[src/rtl/pcpd_pkg.sv]
`timescale 1ns / 1ps
// ----------------------------------------------------------------------------
// pcpd_pkg
// Shared widths, register indexes, the coefficient struct and the beat type
// for the point to conic distance block.
// ----------------------------------------------------------------------------
package pcpd_pkg;

   localparam int X_W       = 16;  // Q12.4 coordinate
   localparam int C_W       = 32;  // Q8.24 coefficient
   localparam int P_W       = X_W + C_W;       // coefficient times coordinate
   localparam int T_W       = 49;  // gradient rows, Q.28
   localparam int M_W       = T_W - 1;         // gradient magnitude
   localparam int H_W       = M_W / 2;         // half of a magnitude
   localparam int XT_W      = X_W + H_W + 1;   // coordinate times half row
   localparam int F_W       = 68;  // conic form, Q.32
   localparam int FM_W      = 64;  // magnitude of the form once in range
   localparam int G_W       = 98;  // gradient norm squared, Q.56
   localparam int N_W       = 2 * FM_W;        // form squared
   localparam int Q_W       = 32;  // Q16.16 quotient
   localparam int R_W       = G_W + Q_W;       // partial remainder
   localparam int NUM_CELLS = Q_W;
   localparam int CSR_IDX_W = 3;

   localparam logic [CSR_IDX_W-1:0] CSR_COEF_XX = 3'd0;
   localparam logic [CSR_IDX_W-1:0] CSR_COEF_XY = 3'd1;
   localparam logic [CSR_IDX_W-1:0] CSR_COEF_XW = 3'd2;
   localparam logic [CSR_IDX_W-1:0] CSR_COEF_YY = 3'd3;
   localparam logic [CSR_IDX_W-1:0] CSR_COEF_YW = 3'd4;
   localparam logic [CSR_IDX_W-1:0] CSR_COEF_WW = 3'd5;

   localparam logic [Q_W-1:0] DIST_MAX = '1;

   typedef struct packed {
      logic [C_W-1:0] xx;
      logic [C_W-1:0] xy;
      logic [C_W-1:0] xw;
      logic [C_W-1:0] yy;
      logic [C_W-1:0] yw;
      logic [C_W-1:0] ww;
   } coef_type;

   // one beat travelling down the divider row
   typedef struct packed {
      logic           valid;
      logic [R_W-1:0] rem;
      logic [G_W-1:0] den;
      logic [Q_W-1:0] quo;
      logic           zero;
      logic           sat;
   } div_type;

endpackage

[src/rtl/pcpd_div_cell.sv]
`timescale 1ns / 1ps
// ----------------------------------------------------------------------------
// pcpd_div_cell
// One restoring division step: settle one quotient bit and hand the
// shifted remainder to the next cell.
// ----------------------------------------------------------------------------
module pcpd_div_cell (
   input  logic              clock,
   input  logic              reset,
   input  logic              en,
   input  pcpd_pkg::div_type in_beat,
   output pcpd_pkg::div_type out_beat
);

   localparam int R_W = pcpd_pkg::R_W;
   localparam int Q_W = pcpd_pkg::Q_W;

   pcpd_pkg::div_type beat_ff, beat_in;
   logic [R_W:0]      trial;
   logic [R_W-1:0]    nrem;
   logic              ge;

   always_comb begin
      trial = {1'b0, in_beat.rem} - {2'b00, in_beat.den, (Q_W - 1)'(0)};
      ge    = !trial[R_W];
      nrem  = ge ? trial[R_W-1:0] : in_beat.rem;

      beat_in     = in_beat;
      beat_in.rem = {nrem[R_W-2:0], 1'b0};
      beat_in.quo = {in_beat.quo[Q_W-2:0], ge};
   end

   always_ff @(posedge clock) begin
      if (reset) begin
         beat_ff <= '0;
      end else if (en) begin
         beat_ff <= beat_in;
      end
   end

   assign out_beat = beat_ff;

endmodule
[config.mk]
export PLATFORM = sky130hd
export DESIGN_NAME = pcpd_div_cell
export DESIGN_NICKNAME = d
export VERILOG_FILES = /design/src/rtl/pcpd_pkg.sv /design/src/rtl/pcpd_div_cell.sv
export SDC_FILE = /design/constraint.sdc
export NUM_CORES = 1
export LEC_CHECK = 0
export BUFFER_PORTS_ARGS = -buffer_cell sky130_fd_sc_hd__buf_2
export CELL_PAD_IN_SITES_DETAIL_PLACEMENT = 0
export CELL_PAD_IN_SITES_GLOBAL_PLACEMENT = 1
export CORE_ASPECT_RATIO = 0.5
export CORE_MARGIN = 5
export CORE_UTILIZATION = 30
export DETAILED_ROUTE_END_ITERATION = 7
export GPL_TIMING_DRIVEN = 0
export PLACE_DENSITY = 0.78
export SLEW_MARGIN = 25
export SYNTH_ARGS = -nofsm -noshare
export SYNTH_HDL_FRONTEND = slang
export SYNTH_SLANG_ARGS = --single-unit
[constraint.sdc]
create_clock -name clock -period 12.6 [get_ports clock]
set_clock_uncertainty 0.15 [all_clocks]
set_input_delay 2.52 -clock clock [delete_from_list [all_inputs] [get_ports clock]]
set_output_delay 2.52 -clock clock [all_outputs]
set_load 0.005 [all_outputs]
==> impl_metrics.xml, run 1 <==
<?xml version="1.0" encoding="UTF-8"?>
<metrics>
  <group name="placement">
    <metric name="detailedPlacementHpwl" unit="µm">58800</metric>
    <metric name="place.port_buffers" unit="">524</metric>
    <metric name="globalplace.congestion" unit="">0.928</metric>
    <metric name="numPlacedInstances" unit="">3438</metric>
  </group>
  <group name="run_status">
    <metric name="outcome" unit="">completed</metric>
  </group>
  <group name="worst_setup_path">
    <metric name="critical-path-max-stage-delay" unit="ns">0.88</metric>
    <metric name="reg_to_reg_end" unit="">out_beat[248]</metric>
    <metric name="cp.required" unit="ns">12.93</metric>
    <metric name="crit_chain" unit="">buf_2 &gt; inv_1 &gt; ha_1 &gt; clkbuf_1 &gt; nand4_1 &gt; nor3_1 &gt; nand3_1 &gt; a311oi_1 &gt; nor2_1 &gt; o21ai_0 &gt; a2111oi_0 &gt; nor2_1 &gt; clkbuf_1 &gt; clkbuf_1 &gt; a21oi_1 &gt; mux2i_1 &gt; nor2_1</metric>
    <metric name="path_buf_inv" unit="">5</metric>
    <metric name="critical_path_arrival" unit="ns">8.48</metric>
    <metric name="cp-end-kind" unit="">flop</metric>
    <metric name="timing.critical_path.from_type" unit="">input pin</metric>
    <metric name="critical-path-top-delay-family" unit="">compound AO/OA/AOI/OAI gates</metric>
    <metric name="cp_slowest_cell" unit="">sky130_fd_sc_hd__a311oi_1</metric>
    <metric name="worst-r2r-cell-count" unit="">2</metric>
    <metric name="crit_path_max_fanout" unit="">10</metric>
    <metric name="worst-r2r-setup-slack" unit="ns">11.57</metric>
    <metric name="worstReg2RegStart" unit="">out_beat[248]</metric>
    <metric name="critPathKind" unit="">in2reg</metric>
  </group>
  <group name="clock_network">
    <metric name="clock_tree.htree_level_count" unit="">1</metric>
    <metric name="cts_inserted_buffers" unit="">29</metric>
    <metric name="gates_resized_cts_repair" unit="">0</metric>
    <metric name="cts_tree" unit="">built</metric>
    <metric name="clk_pin_slew" unit="ns">0.07</metric>
    <metric name="cts.sink_count" unit="">262</metric>
    <metric name="cts_hold_buffers" unit="">0</metric>
    <metric name="post-cts-setup-buffer-count" unit="">0</metric>
    <metric name="clock_latency" unit="ns">0.60</metric>
    <metric name="cts_max_path_buffers" unit="">3</metric>
    <metric name="cts-root-buf" unit="">sky130_fd_sc_hd__clkbuf_16</metric>
  </group>
  <group name="hold_path">
    <metric name="worst_hold_path.endpoint" unit="">out_beat[249]</metric>
    <metric name="class_of_the_most_critical_hold_timing_path" unit="">reg2reg</metric>
    <metric name="timing.hold.worst.start" unit="">out_beat[249]</metric>
    <metric name="hold-path-cell-count" unit="">2</metric>
  </group>
  <group name="synth">
    <metric name="synth-compound-area-share" unit="">0.207</metric>
    <metric name="number_of_library_cell_types_mapped_by_synthesis" unit="">68</metric>
    <metric name="synth_fa_ha_area_frac" unit="">0.0750</metric>
    <metric name="muxShareOfSynthArea" unit="">0.108</metric>
    <metric name="mappedNetlistArea" unit="µm²">16600</metric>
    <metric name="synth_seq_cells" unit="">262</metric>
    <metric name="sequential_share_of_the_synthesized_area" unit="">0.316</metric>
    <metric name="synth.largest_area_cell" unit="">sky130_fd_sc_hd__dfxtp_1</metric>
    <metric name="synth.net_count" unit="">2523</metric>
    <metric name="synth_xor_xnor_area_share" unit="">0.0427</metric>
    <metric name="asyncSetResetFlopFracSynth" unit="">0</metric>
    <metric name="ys_warn_count" unit="">0</metric>
    <metric name="synth_enable_flop_cells" unit="">0</metric>
    <metric name="yosys.area_share.simple" unit="">0.186</metric>
    <metric name="synth_cells" unit="">2158</metric>
    <metric name="ys_top_cells_by_area" unit="">sky130_fd_sc_hd__dfxtp_1, sky130_fd_sc_hd__mux2i_1, sky130_fd_sc_hd__nor2_1, sky130_fd_sc_hd__ha_1, sky130_fd_sc_hd__nand2_1</metric>
    <metric name="synthFlopType" unit="">sky130_fd_sc_hd__dfxtp_1</metric>
    <metric name="post-synth-top-area-fraction" unit="">0.316</metric>
    <metric name="dominant_combinational_cell_family_by_area_after_synthesis" unit="">compound AO/OA/AOI/OAI gates</metric>
    <metric name="synth_area_per_cell" unit="µm²">7.70</metric>
  </group>
  <group name="global_routing">
    <metric name="grt.overflow.total" unit="">0</metric>
    <metric name="vias_in_the_first_global_route" unit="">17725</metric>
    <metric name="antenna_found_initial" unit="">9</metric>
    <metric name="grt_max_degree" unit="">16</metric>
    <metric name="groute.usage.overall" unit="">0.228</metric>
    <metric name="grt_pass1_wl" unit="µm">107000</metric>
  </group>
  <group name="floorplan">
    <metric name="rows" unit="">61</metric>
    <metric name="die_area" unit="µm²">60500</metric>
    <metric name="floorplan.initialDensity" unit="">0.301</metric>
    <metric name="die-width" unit="µm">343</metric>
    <metric name="core_area" unit="µm²">55200</metric>
    <metric name="die-height" unit="µm">176</metric>
    <metric name="io_pins" unit="">529</metric>
  </group>
  <group name="final_layout">
    <metric name="area_growth_syn_to_layout" unit="%">27.8</metric>
    <metric name="instances_no_fill" unit="">3502</metric>
    <metric name="final_layout_size_suffix_gt1_frac" unit="">0.229</metric>
    <metric name="final_nets" unit="">3078</metric>
    <metric name="largest_register_ff_count" unit="">262</metric>
  </group>
  <group name="sta">
    <metric name="rsz0062_at_grt" unit="">false</metric>
    <metric name="final.min_clock_period" unit="ns">8.15</metric>
    <metric name="slew_headroom" unit="">0.192</metric>
    <metric name="worst_slew_pin_slew" unit="ns">1.20</metric>
    <metric name="report.final.setup_viol" unit="">0</metric>
    <metric name="fmax" unit="GHz">0.123</metric>
    <metric name="hold_viol_final" unit="">0</metric>
    <metric name="setup-tns-final" unit="ns">0</metric>
    <metric name="timing.final.max_slew_violations" unit="">0</metric>
    <metric name="finalCritPeriodShare" unit="">0.647</metric>
  </group>
  <group name="power_and_ir_drop">
    <metric name="vdd_ir_drop_max" unit="V">0.000105</metric>
    <metric name="power.static_leakage" unit="nW">10.4</metric>
    <metric name="power_per_cell_area" unit="nW/µm²">125</metric>
  </group>
  <group name="drt">
    <metric name="detail_route.vias_per_cell" unit="">5.11</metric>
    <metric name="initialDrtViolationCount" unit="">1160</metric>
    <metric name="drt_pass1_iterations" unit="">5</metric>
    <metric name="dr_total_vias" unit="">17894</metric>
    <metric name="route.detailed.drc" unit="">0</metric>
    <metric name="post_route_antenna_net_violation_count" unit="">0</metric>
    <metric name="wl_per_cell" unit="µm">20.7</metric>
    <metric name="post_detailed_routing_wire_length" unit="µm">72400</metric>
  </group>
  <group name="job">
    <metric name="cap_viol_max_count" unit="">0</metric>
  </group>
</metrics>
cells in the mapped netlist, types with 35 or more instances:
cell type	instances
sky130_fd_sc_hd__xor2_1	35
sky130_fd_sc_hd__inv_1	135
sky130_fd_sc_hd__ha_1	98
sky130_fd_sc_hd__dfxtp_1	262
sky130_fd_sc_hd__o21ai_0	100
sky130_fd_sc_hd__nand2_1	235
sky130_fd_sc_hd__a311oi_1	54
sky130_fd_sc_hd__xnor2_1	46
sky130_fd_sc_hd__clkbuf_1	112
sky130_fd_sc_hd__nand4_1	48
sky130_fd_sc_hd__nor2_1	339
sky130_fd_sc_hd__mux2i_1	177
sky130_fd_sc_hd__a21oi_1	171
tightest hold or removal path, cell delays in order, from the launching register on:
cell                      delay (ns)
sky130_fd_sc_hd__dfxtp_1        0.31
sky130_fd_sc_hd__nand2_1        0.06
sky130_fd_sc_hd__a21oi_1        0.05
cells by family after synthesis:
logic type	Yosys count
and+or+nand+nor	729
DFF	262
adders and majority gates	99
other	1
AOI/OAI and AO/OA	529
xor gates and xnor gates	81
buffers and inverters	278
muxes	179
final cells by class:
class / instances / area (µm²)
Fill cell: 5919 / 34000
Clock buffer: 35 / 798
Timing Repair Buffer: 524 / 2620
Multi-Input combinational cell: 1618 / 10300
Sequential cell: 262 / 5250
Clock inverter: 19 / 221
Buffer: 143 / 571
Inverter: 135 / 507
Tap cell: 756 / 946
Antenna cell: 10 / 25.0
cells in the final DEF, fill, tap and decap left out, types with 12 or more instances in the layout:
cell type                     n
sky130_fd_sc_hd__a21o_1      33
sky130_fd_sc_hd__nand3_1     26
sky130_fd_sc_hd__clkbuf_16   29
sky130_fd_sc_hd__clkbuf_1   111
sky130_fd_sc_hd__a21oi_1    171
sky130_fd_sc_hd__o21ai_0    100
sky130_fd_sc_hd__nor3_1      16
sky130_fd_sc_hd__nand2_1    235
sky130_fd_sc_hd__inv_1      135
sky130_fd_sc_hd__a31oi_1     12
sky130_fd_sc_hd__nand4_1     48
sky130_fd_sc_hd__and3_1      14
sky130_fd_sc_hd__o211ai_1    13
sky130_fd_sc_hd__a311oi_1    54
sky130_fd_sc_hd__dfxtp_1    262
sky130_fd_sc_hd__ha_1        98
sky130_fd_sc_hd__xor2_1      35
sky130_fd_sc_hd__mux2i_1    177
sky130_fd_sc_hd__nor2_1     339
sky130_fd_sc_hd__a211oi_1    30
sky130_fd_sc_hd__buf_2      545
sky130_fd_sc_hd__o21bai_1    30
sky130_fd_sc_hd__xnor2_1     46
metal layers:
layer  share of wire  track usage  vias up
met5               0            0        -
met4           0.035       0.0805        0
met3           0.055       0.0410      100
met2            0.48        0.389      518
met1            0.43        0.290     8609
li1                -            -     8667
worst max path at each step:
stage / startpoint / end / slack [ns] / cells past startpoint
3_5_place_dp: in_beat[60] / out_beat[250] / 4.12 / 17
2_1_floorplan: in_beat[44] / out_beat[257] / 6.72 / 15
6_report: in_beat[60] / out_beat[250] / 4.45 / 17
3_3_place_gp: in_beat[60] / out_beat[250] / 4.07 / 17
5_1_grt: in_beat[60] / out_beat[250] / 4.37 / 17
4_1_cts: in_beat[60] / out_beat[250] / 4.76 / 17
stage by stage:
| step | instance area, µm² | setup slack [ns] | hold slack [ns] | total power [mW] | utilization |
|---|---|---|---|---|---|
| global placement | 20200 | 4.07 | 0.307 | 1.71 | 0.366 |
| detailed placement | 20200 | 4.12 | 0.308 | 1.71 | 0.366 |
| global route | 21200 | 4.37 | 0.336 | 2.78 | 0.385 |
| floorplan | 16600 | 6.72 | 0.312 | 1.40 | - |
| finish | 21200 | 4.45 | 0.317 | 2.64 | 0.385 |
| CTS | 21200 | 4.76 | 0.319 | 2.66 | 0.384 |
where the power goes:
group	switching (mW)	internal [mW]
Sequential	0.0312	0.893
Clock	0.413	0.522
Combinational	0.493	0.290
Total	0.937	1.71
Power figures use the tool's default switching activity.
==> run 2: changes to the inputs <==
--- a/config.mk
+++ b/config.mk
@@ -5,6 +5,7 @@
 export SDC_FILE = /design/constraint.sdc
 export NUM_CORES = 1
 export LEC_CHECK = 0
+export ABC_AREA = 1
 export BUFFER_PORTS_ARGS = -buffer_cell sky130_fd_sc_hd__buf_2
 export CELL_PAD_IN_SITES_DETAIL_PLACEMENT = 0
 export CELL_PAD_IN_SITES_GLOBAL_PLACEMENT = 1
@@ -13,7 +14,7 @@
 export CORE_UTILIZATION = 30
 export DETAILED_ROUTE_END_ITERATION = 7
 export GPL_TIMING_DRIVEN = 0
-export PLACE_DENSITY = 0.78
+export PLACE_DENSITY = 0.83
 export SLEW_MARGIN = 25
 export SYNTH_ARGS = -nofsm -noshare
 export SYNTH_HDL_FRONTEND = slang
==> constraint.sdc (replaced) <==
create_clock -name clock -period 7.4 [get_ports clock]
set_clock_uncertainty 0.15 [all_clocks]
set_input_delay 1.48 -clock clock [delete_from_list [all_inputs] [get_ports clock]]
set_output_delay 1.48 -clock clock [all_outputs]
set_load 0.005 [all_outputs]
==> run 2 against run 1 <==
- routed wire length increased by 45%
- global-route usage grew 4.2 points
- setup slack lost 1.6 ns
- area after synthesis grew 24%
- cell count is 47% higher
- clock-buffer cell count is 4 higher
- combinational power increased by 98%
- critical path depth increased by 1
- sequential share of layout area decreased by 3.9 points
- non-clock buffer count down 31
- largest cell class unchanged
- largest power group is now registers
==> impl_metrics.xml, run 2 <==
<?xml version="1.0" encoding="UTF-8"?>
<metrics>
  <group name="power_and_ir_drop">
    <metric name="power.combinational.fraction" unit="">0.340</metric>
    <metric name="power.static_leakage" unit="nW">14.7</metric>
    <metric name="power_per_cell_area" unit="nW/µm²">181</metric>
    <metric name="swShare" unit="">0.387</metric>
    <metric name="vdd_ir_drop_max" unit="V">0.000167</metric>
    <metric name="intPower" unit="mW">2.80</metric>
    <metric name="power.share.clock" unit="">0.316</metric>
    <metric name="total_power" unit="mW">4.57</metric>
    <metric name="seq_power_share" unit="">0.344</metric>
    <metric name="power_switching" unit="mW">1.77</metric>
  </group>
  <group name="synth">
    <metric name="number_of_library_cell_types_mapped_by_synthesis" unit="">40</metric>
    <metric name="synthFlopType" unit="">sky130_fd_sc_hd__dfxtp_1</metric>
    <metric name="synth_cells" unit="">3661</metric>
    <metric name="synth_enable_flop_cells" unit="">0</metric>
    <metric name="sequential_share_of_the_synthesized_area" unit="">0.255</metric>
    <metric name="ys_top_cells_by_area" unit="">sky130_fd_sc_hd__dfxtp_1, sky130_fd_sc_hd__nand2_1, sky130_fd_sc_hd__inv_1, sky130_fd_sc_hd__nor2_1, sky130_fd_sc_hd__ha_1</metric>
    <metric name="synth_seq_cells" unit="">262</metric>
    <metric name="mappedNetlistArea" unit="µm²">20600</metric>
    <metric name="synth_top_cells_by_count" unit="">sky130_fd_sc_hd__nand2_1, sky130_fd_sc_hd__inv_1, sky130_fd_sc_hd__nor2_1</metric>
    <metric name="asyncSetResetFlopFracSynth" unit="">0</metric>
    <metric name="yosysMostFrequentCell" unit="">sky130_fd_sc_hd__nand2_1</metric>
    <metric name="ys_warn_count" unit="">0</metric>
    <metric name="synth.largest_area_cell" unit="">sky130_fd_sc_hd__dfxtp_1</metric>
    <metric name="synth_area_per_cell" unit="µm²">5.62</metric>
    <metric name="synth.net_count" unit="">4026</metric>
    <metric name="post-synth-top-area-fraction" unit="">0.255</metric>
  </group>
  <group name="final_layout">
    <metric name="most-common-layout-cells" unit="">sky130_fd_sc_hd__nand2_1, sky130_fd_sc_hd__inv_1, sky130_fd_sc_hd__buf_2</metric>
    <metric name="final_layout_size_suffix_gt1_frac" unit="">0.151</metric>
    <metric name="most_common_library_cell_in_the_layout_ignoring_fill_and_taps" unit="">sky130_fd_sc_hd__nand2_1</metric>
    <metric name="final_nets" unit="">4579</metric>
    <metric name="area_growth_syn_to_layout" unit="%">22.6</metric>
    <metric name="largest_register_ff_count" unit="">262</metric>
    <metric name="post-route-cell-area" unit="µm²">25200</metric>
    <metric name="instances_no_fill" unit="">5135</metric>
  </group>
  <group name="placement">
    <metric name="place.port_buffers" unit="">524</metric>
    <metric name="dpl_cell_area" unit="µm²">24300</metric>
    <metric name="detailedPlacementHpwl" unit="µm">91000</metric>
    <metric name="globalplace.congestion" unit="">1.03</metric>
    <metric name="numPlacedInstances" unit="">5082</metric>
  </group>
  <group name="clock_network">
    <metric name="clock_tree.htree_level_count" unit="">1</metric>
    <metric name="gates_resized_cts_repair" unit="">0</metric>
    <metric name="cts_tree" unit="">built</metric>
    <metric name="post-cts-setup-buffer-count" unit="">0</metric>
    <metric name="clk_pin_slew" unit="ns">0.06</metric>
    <metric name="cts-root-buf" unit="">sky130_fd_sc_hd__clkbuf_16</metric>
    <metric name="cts_max_path_buffers" unit="">3</metric>
    <metric name="clock_latency" unit="ns">0.59</metric>
    <metric name="cts_hold_buffers" unit="">0</metric>
    <metric name="cts_inserted_buffers" unit="">27</metric>
    <metric name="cts.sink_count" unit="">262</metric>
  </group>
  <group name="worst_setup_path">
    <metric name="critPathKind" unit="">in2reg</metric>
    <metric name="worst-r2r-cell-count" unit="">2</metric>
    <metric name="cp.required" unit="ns">7.74</metric>
    <metric name="cp-end-kind" unit="">flop</metric>
    <metric name="worstReg2RegStart" unit="">out_beat[3]</metric>
    <metric name="worst-r2r-setup-slack" unit="ns">6.52</metric>
    <metric name="critical_path_arrival" unit="ns">4.86</metric>
    <metric name="timing.critical_path.from_type" unit="">input pin</metric>
    <metric name="crit_path_max_fanout" unit="">10</metric>
    <metric name="reg_to_reg_end" unit="">out_beat[3]</metric>
    <metric name="critical_path.startpoint" unit="">in_beat[67]</metric>
  </group>
  <group name="sta">
    <metric name="slew_headroom" unit="">0.291</metric>
    <metric name="worst_slew_pin_slew" unit="ns">1.06</metric>
    <metric name="finalCritPeriodShare" unit="">0.611</metric>
    <metric name="hold_viol_final" unit="">0</metric>
    <metric name="rsz0062_at_grt" unit="">false</metric>
    <metric name="fmax" unit="GHz">0.221</metric>
    <metric name="report.final.setup_viol" unit="">0</metric>
    <metric name="timing.final.max_slew_violations" unit="">0</metric>
    <metric name="final.min_clock_period" unit="ns">4.52</metric>
    <metric name="setup-tns-final" unit="ns">0</metric>
  </group>
  <group name="drt">
    <metric name="wl_per_cell" unit="µm">20.5</metric>
    <metric name="route.detailed.drc" unit="">0</metric>
    <metric name="post_route_antenna_net_violation_count" unit="">0</metric>
    <metric name="met2_length" unit="µm">45300</metric>
    <metric name="wirelength_met1" unit="µm">48700</metric>
    <metric name="initialDrtViolationCount" unit="">2109</metric>
    <metric name="met3_wirelength" unit="µm">9040</metric>
    <metric name="drt_pass1_iterations" unit="">6</metric>
    <metric name="post_detailed_routing_wire_length" unit="µm">105000</metric>
    <metric name="highest_layer" unit="">met4</metric>
    <metric name="detail_route.vias_per_cell" unit="">4.80</metric>
    <metric name="dr_total_vias" unit="">24628</metric>
  </group>
  <group name="hold_path">
    <metric name="worst_hold_path.endpoint" unit="">out_beat[155]</metric>
    <metric name="hold-path-cell-count" unit="">2</metric>
    <metric name="class_of_the_most_critical_hold_timing_path" unit="">reg2reg</metric>
    <metric name="timing.hold.worst.start" unit="">out_beat[155]</metric>
  </group>
  <group name="global_routing">
    <metric name="groute.usage.overall" unit="">0.270</metric>
    <metric name="antenna_found_initial" unit="">8</metric>
    <metric name="vias_in_the_first_global_route" unit="">22741</metric>
    <metric name="grt_max_degree" unit="">15</metric>
    <metric name="grt.overflow.total" unit="">0</metric>
    <metric name="grt_pass1_wl" unit="µm">150000</metric>
  </group>
  <group name="floorplan">
    <metric name="floorplan.initialDensity" unit="">0.305</metric>
    <metric name="die_area" unit="µm²">74200</metric>
    <metric name="rows" unit="">67</metric>
    <metric name="io_pins" unit="">529</metric>
    <metric name="core_area" unit="µm²">67400</metric>
    <metric name="die-height" unit="µm">195</metric>
    <metric name="die-width" unit="µm">380</metric>
  </group>
  <group name="run_status">
    <metric name="outcome" unit="">completed</metric>
  </group>
  <group name="job">
    <metric name="cap_viol_max_count" unit="">0</metric>
  </group>
</metrics>
## run 2: cell types whose count changed after synthesis, moves of 27 or more
cell | before | now
sky130_fd_sc_hd__a21o_1 | 33 | 1
sky130_fd_sc_hd__nand3b_1 | 1 | 28
sky130_fd_sc_hd__a311oi_1 | 54 | 0
sky130_fd_sc_hd__mux2i_1 | 177 | 0
sky130_fd_sc_hd__xnor2_1 | 46 | 16
sky130_fd_sc_hd__nand3_1 | 26 | 187
sky130_fd_sc_hd__clkbuf_1 | 112 | 80
sky130_fd_sc_hd__nand4_1 | 48 | 17
sky130_fd_sc_hd__inv_1 | 135 | 699
sky130_fd_sc_hd__nor2_1 | 339 | 448
sky130_fd_sc_hd__nand2_1 | 235 | 1335
sky130_fd_sc_hd__o21ai_0 | 100 | 33
sky130_fd_sc_hd__a211oi_1 | 30 | 97
## run 2: stage by stage
stage,utilization,setup WS (ns),hold slack (ns)
6_report,0.374,2.88,0.308
2_1_floorplan,-,3.84,0.307
3_3_place_gp,0.361,2.33,0.295
4_1_cts,0.374,3.04,0.310
5_1_grt,0.374,2.77,0.322
3_5_place_dp,0.361,2.37,0.301
## run 2: layer usage
layer,global-route usage,vias up
met5,0,-
met4,0.0448,0
met3,0.0535,100
li1,-,12173
met1,0.385,11558
met2,0.428,797
## run 2: layout make-up
| class | count | area [µm²] |
|---|---|---|
| Inverter | 722 | 2710 |
| Timing Repair Buffer | 524 | 2620 |
| Sequential cell | 262 | 5250 |
| Clock buffer | 39 | 781 |
| Antenna cell | 5 | 12.5 |
| Buffer | 112 | 539 |
| Multi-Input combinational cell | 2565 | 12100 |
| Clock inverter | 9 | 103 |
| Tap cell | 897 | 1120 |
| Fill cell | 7776 | 42200 |
## run 2: cells by family (layout without fill, tap and decap cells)
| kind of cell | Yosys count | count (layout) | synth area share |
|---|---|---|---|
| flops | 262 | 262 | 0.255 |
| compound gates | 339 | 339 | 0.0978 |
| buf+inv | 834 | 1406 | 0.158 |
| xor+xnor | 61 | 61 | 0.0260 |
| other cells | 1 | 6 | 0.000182 |
| simple gates | 2065 | 2065 | 0.403 |
| fa+ha+maj | 99 | 99 | 0.0606 |
## run 2: worst max path at each step
stage | end | slack (ns) | depth (start not counted)
6_report | out_beat[253] | 2.88 | 18
5_1_grt | out_beat[251] | 2.77 | 18
4_1_cts | out_beat[251] | 3.04 | 18
3_5_place_dp | out_beat[251] | 2.37 | 18
3_3_place_gp | out_beat[251] | 2.33 | 18
2_1_floorplan | out_beat[261] | 3.84 | 18
## run 2: critical path, stage by stage
cell and delay [ns]:
sky130_fd_sc_hd__buf_2 0.08, sky130_fd_sc_hd__inv_1 0.05, sky130_fd_sc_hd__ha_1 0.36, sky130_fd_sc_hd__nand2_1 0.20, sky130_fd_sc_hd__nor2_1 0.45, sky130_fd_sc_hd__inv_1 0.11
sky130_fd_sc_hd__nor2_1 0.21, sky130_fd_sc_hd__nand2_1 0.10, sky130_fd_sc_hd__nand2_1 0.20, sky130_fd_sc_hd__inv_1 0.06, sky130_fd_sc_hd__nand2_1 0.21, sky130_fd_sc_hd__nand2_2 0.15
sky130_fd_sc_hd__nand2_4 0.19, sky130_fd_sc_hd__buf_6 0.20, sky130_fd_sc_hd__buf_4 0.26, sky130_fd_sc_hd__nand3_1 0.29, sky130_fd_sc_hd__nand2_1 0.16, sky130_fd_sc_hd__a21oi_1 0.07
## run 2: power by group through the flow
stage	Sequential, mW	Clock (mW)	Combinational, mW
2_1_floorplan	1.61	0	0.862
3_3_place_gp	1.60	0	1.51
3_5_place_dp	1.60	0	1.52
4_1_cts	1.57	1.47	1.52
5_1_grt	1.59	1.53	1.70
6_report	1.57	1.44	1.55
==> run 3: changes to the inputs <==
--- a/config.mk
+++ b/config.mk
@@ -14,7 +14,7 @@
 export CORE_UTILIZATION = 30
 export DETAILED_ROUTE_END_ITERATION = 7
 export GPL_TIMING_DRIVEN = 0
-export PLACE_DENSITY = 0.83
+export PLACE_DENSITY = 0.8
 export SLEW_MARGIN = 25
 export SYNTH_ARGS = -nofsm -noshare
 export SYNTH_HDL_FRONTEND = slang
==> constraint.sdc (replaced) <==
create_clock -name clock -period 4.5 [get_ports clock]
set_clock_uncertainty 0.15 [all_clocks]
set_input_delay 0.9 -clock clock [delete_from_list [all_inputs] [get_ports clock]]
set_output_delay 0.9 -clock clock [all_outputs]
set_load 0.005 [all_outputs]
==> run 3 against run 2 <==
- clock-buffer cell count down 4
- global-route usage up 0.60 points
- setup slack worse by 2.4 ns
- critical path type unchanged
- largest cell class unchanged
==> impl_metrics.xml, run 3 (synthesis results as in run 2) <==
<?xml version="1.0" encoding="UTF-8"?>
<metrics>
  <group name="final_layout">
    <metric name="most-common-layout-cells" unit="">sky130_fd_sc_hd__nand2_1, sky130_fd_sc_hd__inv_1, sky130_fd_sc_hd__buf_2</metric>
    <metric name="final_layout_size_suffix_gt1_frac" unit="">0.151</metric>
    <metric name="largest_register_ff_count" unit="">262</metric>
    <metric name="final_nets" unit="">4580</metric>
    <metric name="area_growth_syn_to_layout" unit="%">23.4</metric>
    <metric name="most_common_library_cell_in_the_layout_ignoring_fill_and_taps" unit="">sky130_fd_sc_hd__nand2_1</metric>
    <metric name="num-fill-cells" unit="">7780</metric>
  </group>
  <group name="clock_network">
    <metric name="cts.sink_count" unit="">262</metric>
    <metric name="post-cts-setup-buffer-count" unit="">0</metric>
    <metric name="clock_tree.htree_level_count" unit="">1</metric>
    <metric name="cts_max_path_buffers" unit="">3</metric>
    <metric name="clock_latency" unit="ns">0.61</metric>
    <metric name="clk_pin_slew" unit="ns">0.06</metric>
    <metric name="cts_hold_buffers" unit="">0</metric>
    <metric name="gates_resized_cts_repair" unit="">0</metric>
    <metric name="cts_inserted_buffers" unit="">28</metric>
    <metric name="cts_tree" unit="">built</metric>
    <metric name="cts-root-buf" unit="">sky130_fd_sc_hd__clkbuf_16</metric>
  </group>
  <group name="drt">
    <metric name="wl_per_cell" unit="µm">20.9</metric>
    <metric name="route.detailed.drc" unit="">0</metric>
    <metric name="met3_wirelength" unit="µm">9150</metric>
    <metric name="highest_layer" unit="">met4</metric>
    <metric name="detail_route.vias_per_cell" unit="">4.78</metric>
    <metric name="wirelength_met1" unit="µm">50900</metric>
    <metric name="initialDrtViolationCount" unit="">2199</metric>
    <metric name="post_route_antenna_net_violation_count" unit="">0</metric>
    <metric name="met2_length" unit="µm">45100</metric>
    <metric name="drt_pass1_iterations" unit="">5</metric>
    <metric name="post_detailed_routing_wire_length" unit="µm">108000</metric>
    <metric name="dr_total_vias" unit="">24548</metric>
  </group>
  <group name="sta">
    <metric name="hold_viol_final" unit="">0</metric>
    <metric name="worst_hold_margin" unit="ns">0.311</metric>
    <metric name="finalCritPeriodShare" unit="">0.892</metric>
    <metric name="worst_slew_pin_slew" unit="ns">1.12</metric>
    <metric name="final_critical_path_setup_slack" unit="ns">0.487</metric>
    <metric name="final.min_clock_period" unit="ns">4.01</metric>
    <metric name="rsz0062_at_grt" unit="">false</metric>
    <metric name="fmax" unit="GHz">0.249</metric>
    <metric name="report.final.setup_viol" unit="">0</metric>
    <metric name="timing.final.max_slew_violations" unit="">0</metric>
    <metric name="setup-tns-final" unit="ns">0</metric>
    <metric name="slew_headroom" unit="">0.251</metric>
  </group>
  <group name="worst_setup_path">
    <metric name="critical_path.startpoint" unit="">in_beat[67]</metric>
    <metric name="cp-end-kind" unit="">flop</metric>
    <metric name="timing.critical_path.from_type" unit="">input pin</metric>
    <metric name="crit_path_max_fanout" unit="">10</metric>
    <metric name="cp.required" unit="ns">4.82</metric>
    <metric name="worst-r2r-setup-slack" unit="ns">3.55</metric>
    <metric name="critical_path_arrival" unit="ns">4.33</metric>
    <metric name="worstReg2RegStart" unit="">out_beat[165]</metric>
    <metric name="critPathKind" unit="">in2reg</metric>
  </group>
  <group name="floorplan">
    <metric name="floorplan.initialDensity" unit="">0.305</metric>
    <metric name="core_area" unit="µm²">67400</metric>
    <metric name="die-width" unit="µm">380</metric>
    <metric name="rows" unit="">67</metric>
    <metric name="die-height" unit="µm">195</metric>
    <metric name="die_area" unit="µm²">74200</metric>
    <metric name="io_pins" unit="">529</metric>
  </group>
  <group name="global_routing">
    <metric name="grt_max_degree" unit="">16</metric>
    <metric name="antenna_found_initial" unit="">8</metric>
    <metric name="grt.overflow.total" unit="">0</metric>
    <metric name="vias_in_the_first_global_route" unit="">22667</metric>
    <metric name="grt_pass1_wl" unit="µm">153000</metric>
    <metric name="groute.usage.overall" unit="">0.276</metric>
  </group>
  <group name="power_and_ir_drop">
    <metric name="power_per_cell_area" unit="nW/µm²">310</metric>
    <metric name="vdd_ir_drop_max" unit="V">0.000291</metric>
    <metric name="power.static_leakage" unit="nW">14.7</metric>
  </group>
  <group name="job">
    <metric name="cap_viol_max_count" unit="">0</metric>
  </group>
  <group name="placement">
    <metric name="pre_cts_slack" unit="ns">0.0159</metric>
    <metric name="place.port_buffers" unit="">524</metric>
    <metric name="globalplace.congestion" unit="">1.04</metric>
    <metric name="detailedPlacementHpwl" unit="µm">93300</metric>
  </group>
  <group name="run_status">
    <metric name="outcome" unit="">completed</metric>
  </group>
  <group name="hold_path">
    <metric name="class_of_the_most_critical_hold_timing_path" unit="">reg2reg</metric>
    <metric name="timing.hold.worst.start" unit="">out_beat[253]</metric>
  </group>
</metrics>
==> run 3: worst paths after layout <==
kind	cells after the start	to
worst max-delay path	18	out_beat[253]
worst max register to register	2	out_beat[165]
worst min register to register	2	out_beat[253]
worst min-delay path	2	out_beat[253]
==> run 3: critical path: stages <==
cell and delay [ns]:
sky130_fd_sc_hd__buf_2 0.07, sky130_fd_sc_hd__inv_1 0.05, sky130_fd_sc_hd__ha_1 0.37, sky130_fd_sc_hd__nand2_1 0.15, sky130_fd_sc_hd__nor2_1 0.58, sky130_fd_sc_hd__inv_1 0.09
sky130_fd_sc_hd__nor2_1 0.19, sky130_fd_sc_hd__nand2_1 0.08, sky130_fd_sc_hd__nand2_1 0.23, sky130_fd_sc_hd__inv_1 0.07, sky130_fd_sc_hd__nand2_1 0.20, sky130_fd_sc_hd__nand2_2 0.16
sky130_fd_sc_hd__nand2_4 0.19, sky130_fd_sc_hd__buf_6 0.21, sky130_fd_sc_hd__buf_4 0.27, sky130_fd_sc_hd__nand3_1 0.27, sky130_fd_sc_hd__nand2_1 0.15, sky130_fd_sc_hd__a21oi_1 0.06
==> run 3: per-stage QoR <==
| stage | std cells | util | area [µm²] | power [mW] |
|---|---|---|---|---|
| after floorplan | 3661 | - | 20600 | 4.07 |
| after global placement | 5082 | 0.361 | 24300 | 5.14 |
| after detailed placement | 5082 | 0.361 | 24300 | 5.15 |
| after CTS | 5130 | 0.376 | 25400 | 7.86 |
| after global routing | 5133 | 0.376 | 25400 | 8.26 |
| final | 5136 | 0.377 | 25400 | 7.86 |
==> run 3: layout make-up <==
| type | count | area, µm² | share of cell area |
|---|---|---|---|
| Antenna cell | 6 | 15.0 | 0.000592 |
| Timing Repair Buffer | 524 | 2620 | 0.103 |
| Inverter | 722 | 2710 | 0.107 |
| Tap cell | 897 | 1120 | 0.0442 |
| Clock buffer | 35 | 757 | 0.0298 |
| Sequential cell | 262 | 5250 | 0.207 |
| Clock inverter | 13 | 278 | 0.0109 |
| Multi-Input combinational cell | 2565 | 12100 | 0.476 |
| Buffer | 112 | 537 | 0.0211 |
==> run 3: where the power goes <==
group | switching (mW) | internal, mW
clock | 1.10 | 1.60
combinational | 1.74 | 0.828
sequential | 0.0938 | 2.50
total | 2.93 | 4.92
==> run 3: layer usage <==
metal / track usage / up-vias
li1: - / 12200
met1: 0.401 / 11450
met2: 0.422 / 800
met3: 0.0578 / 98
met4: 0.0557 / 0
met5: 0 / -
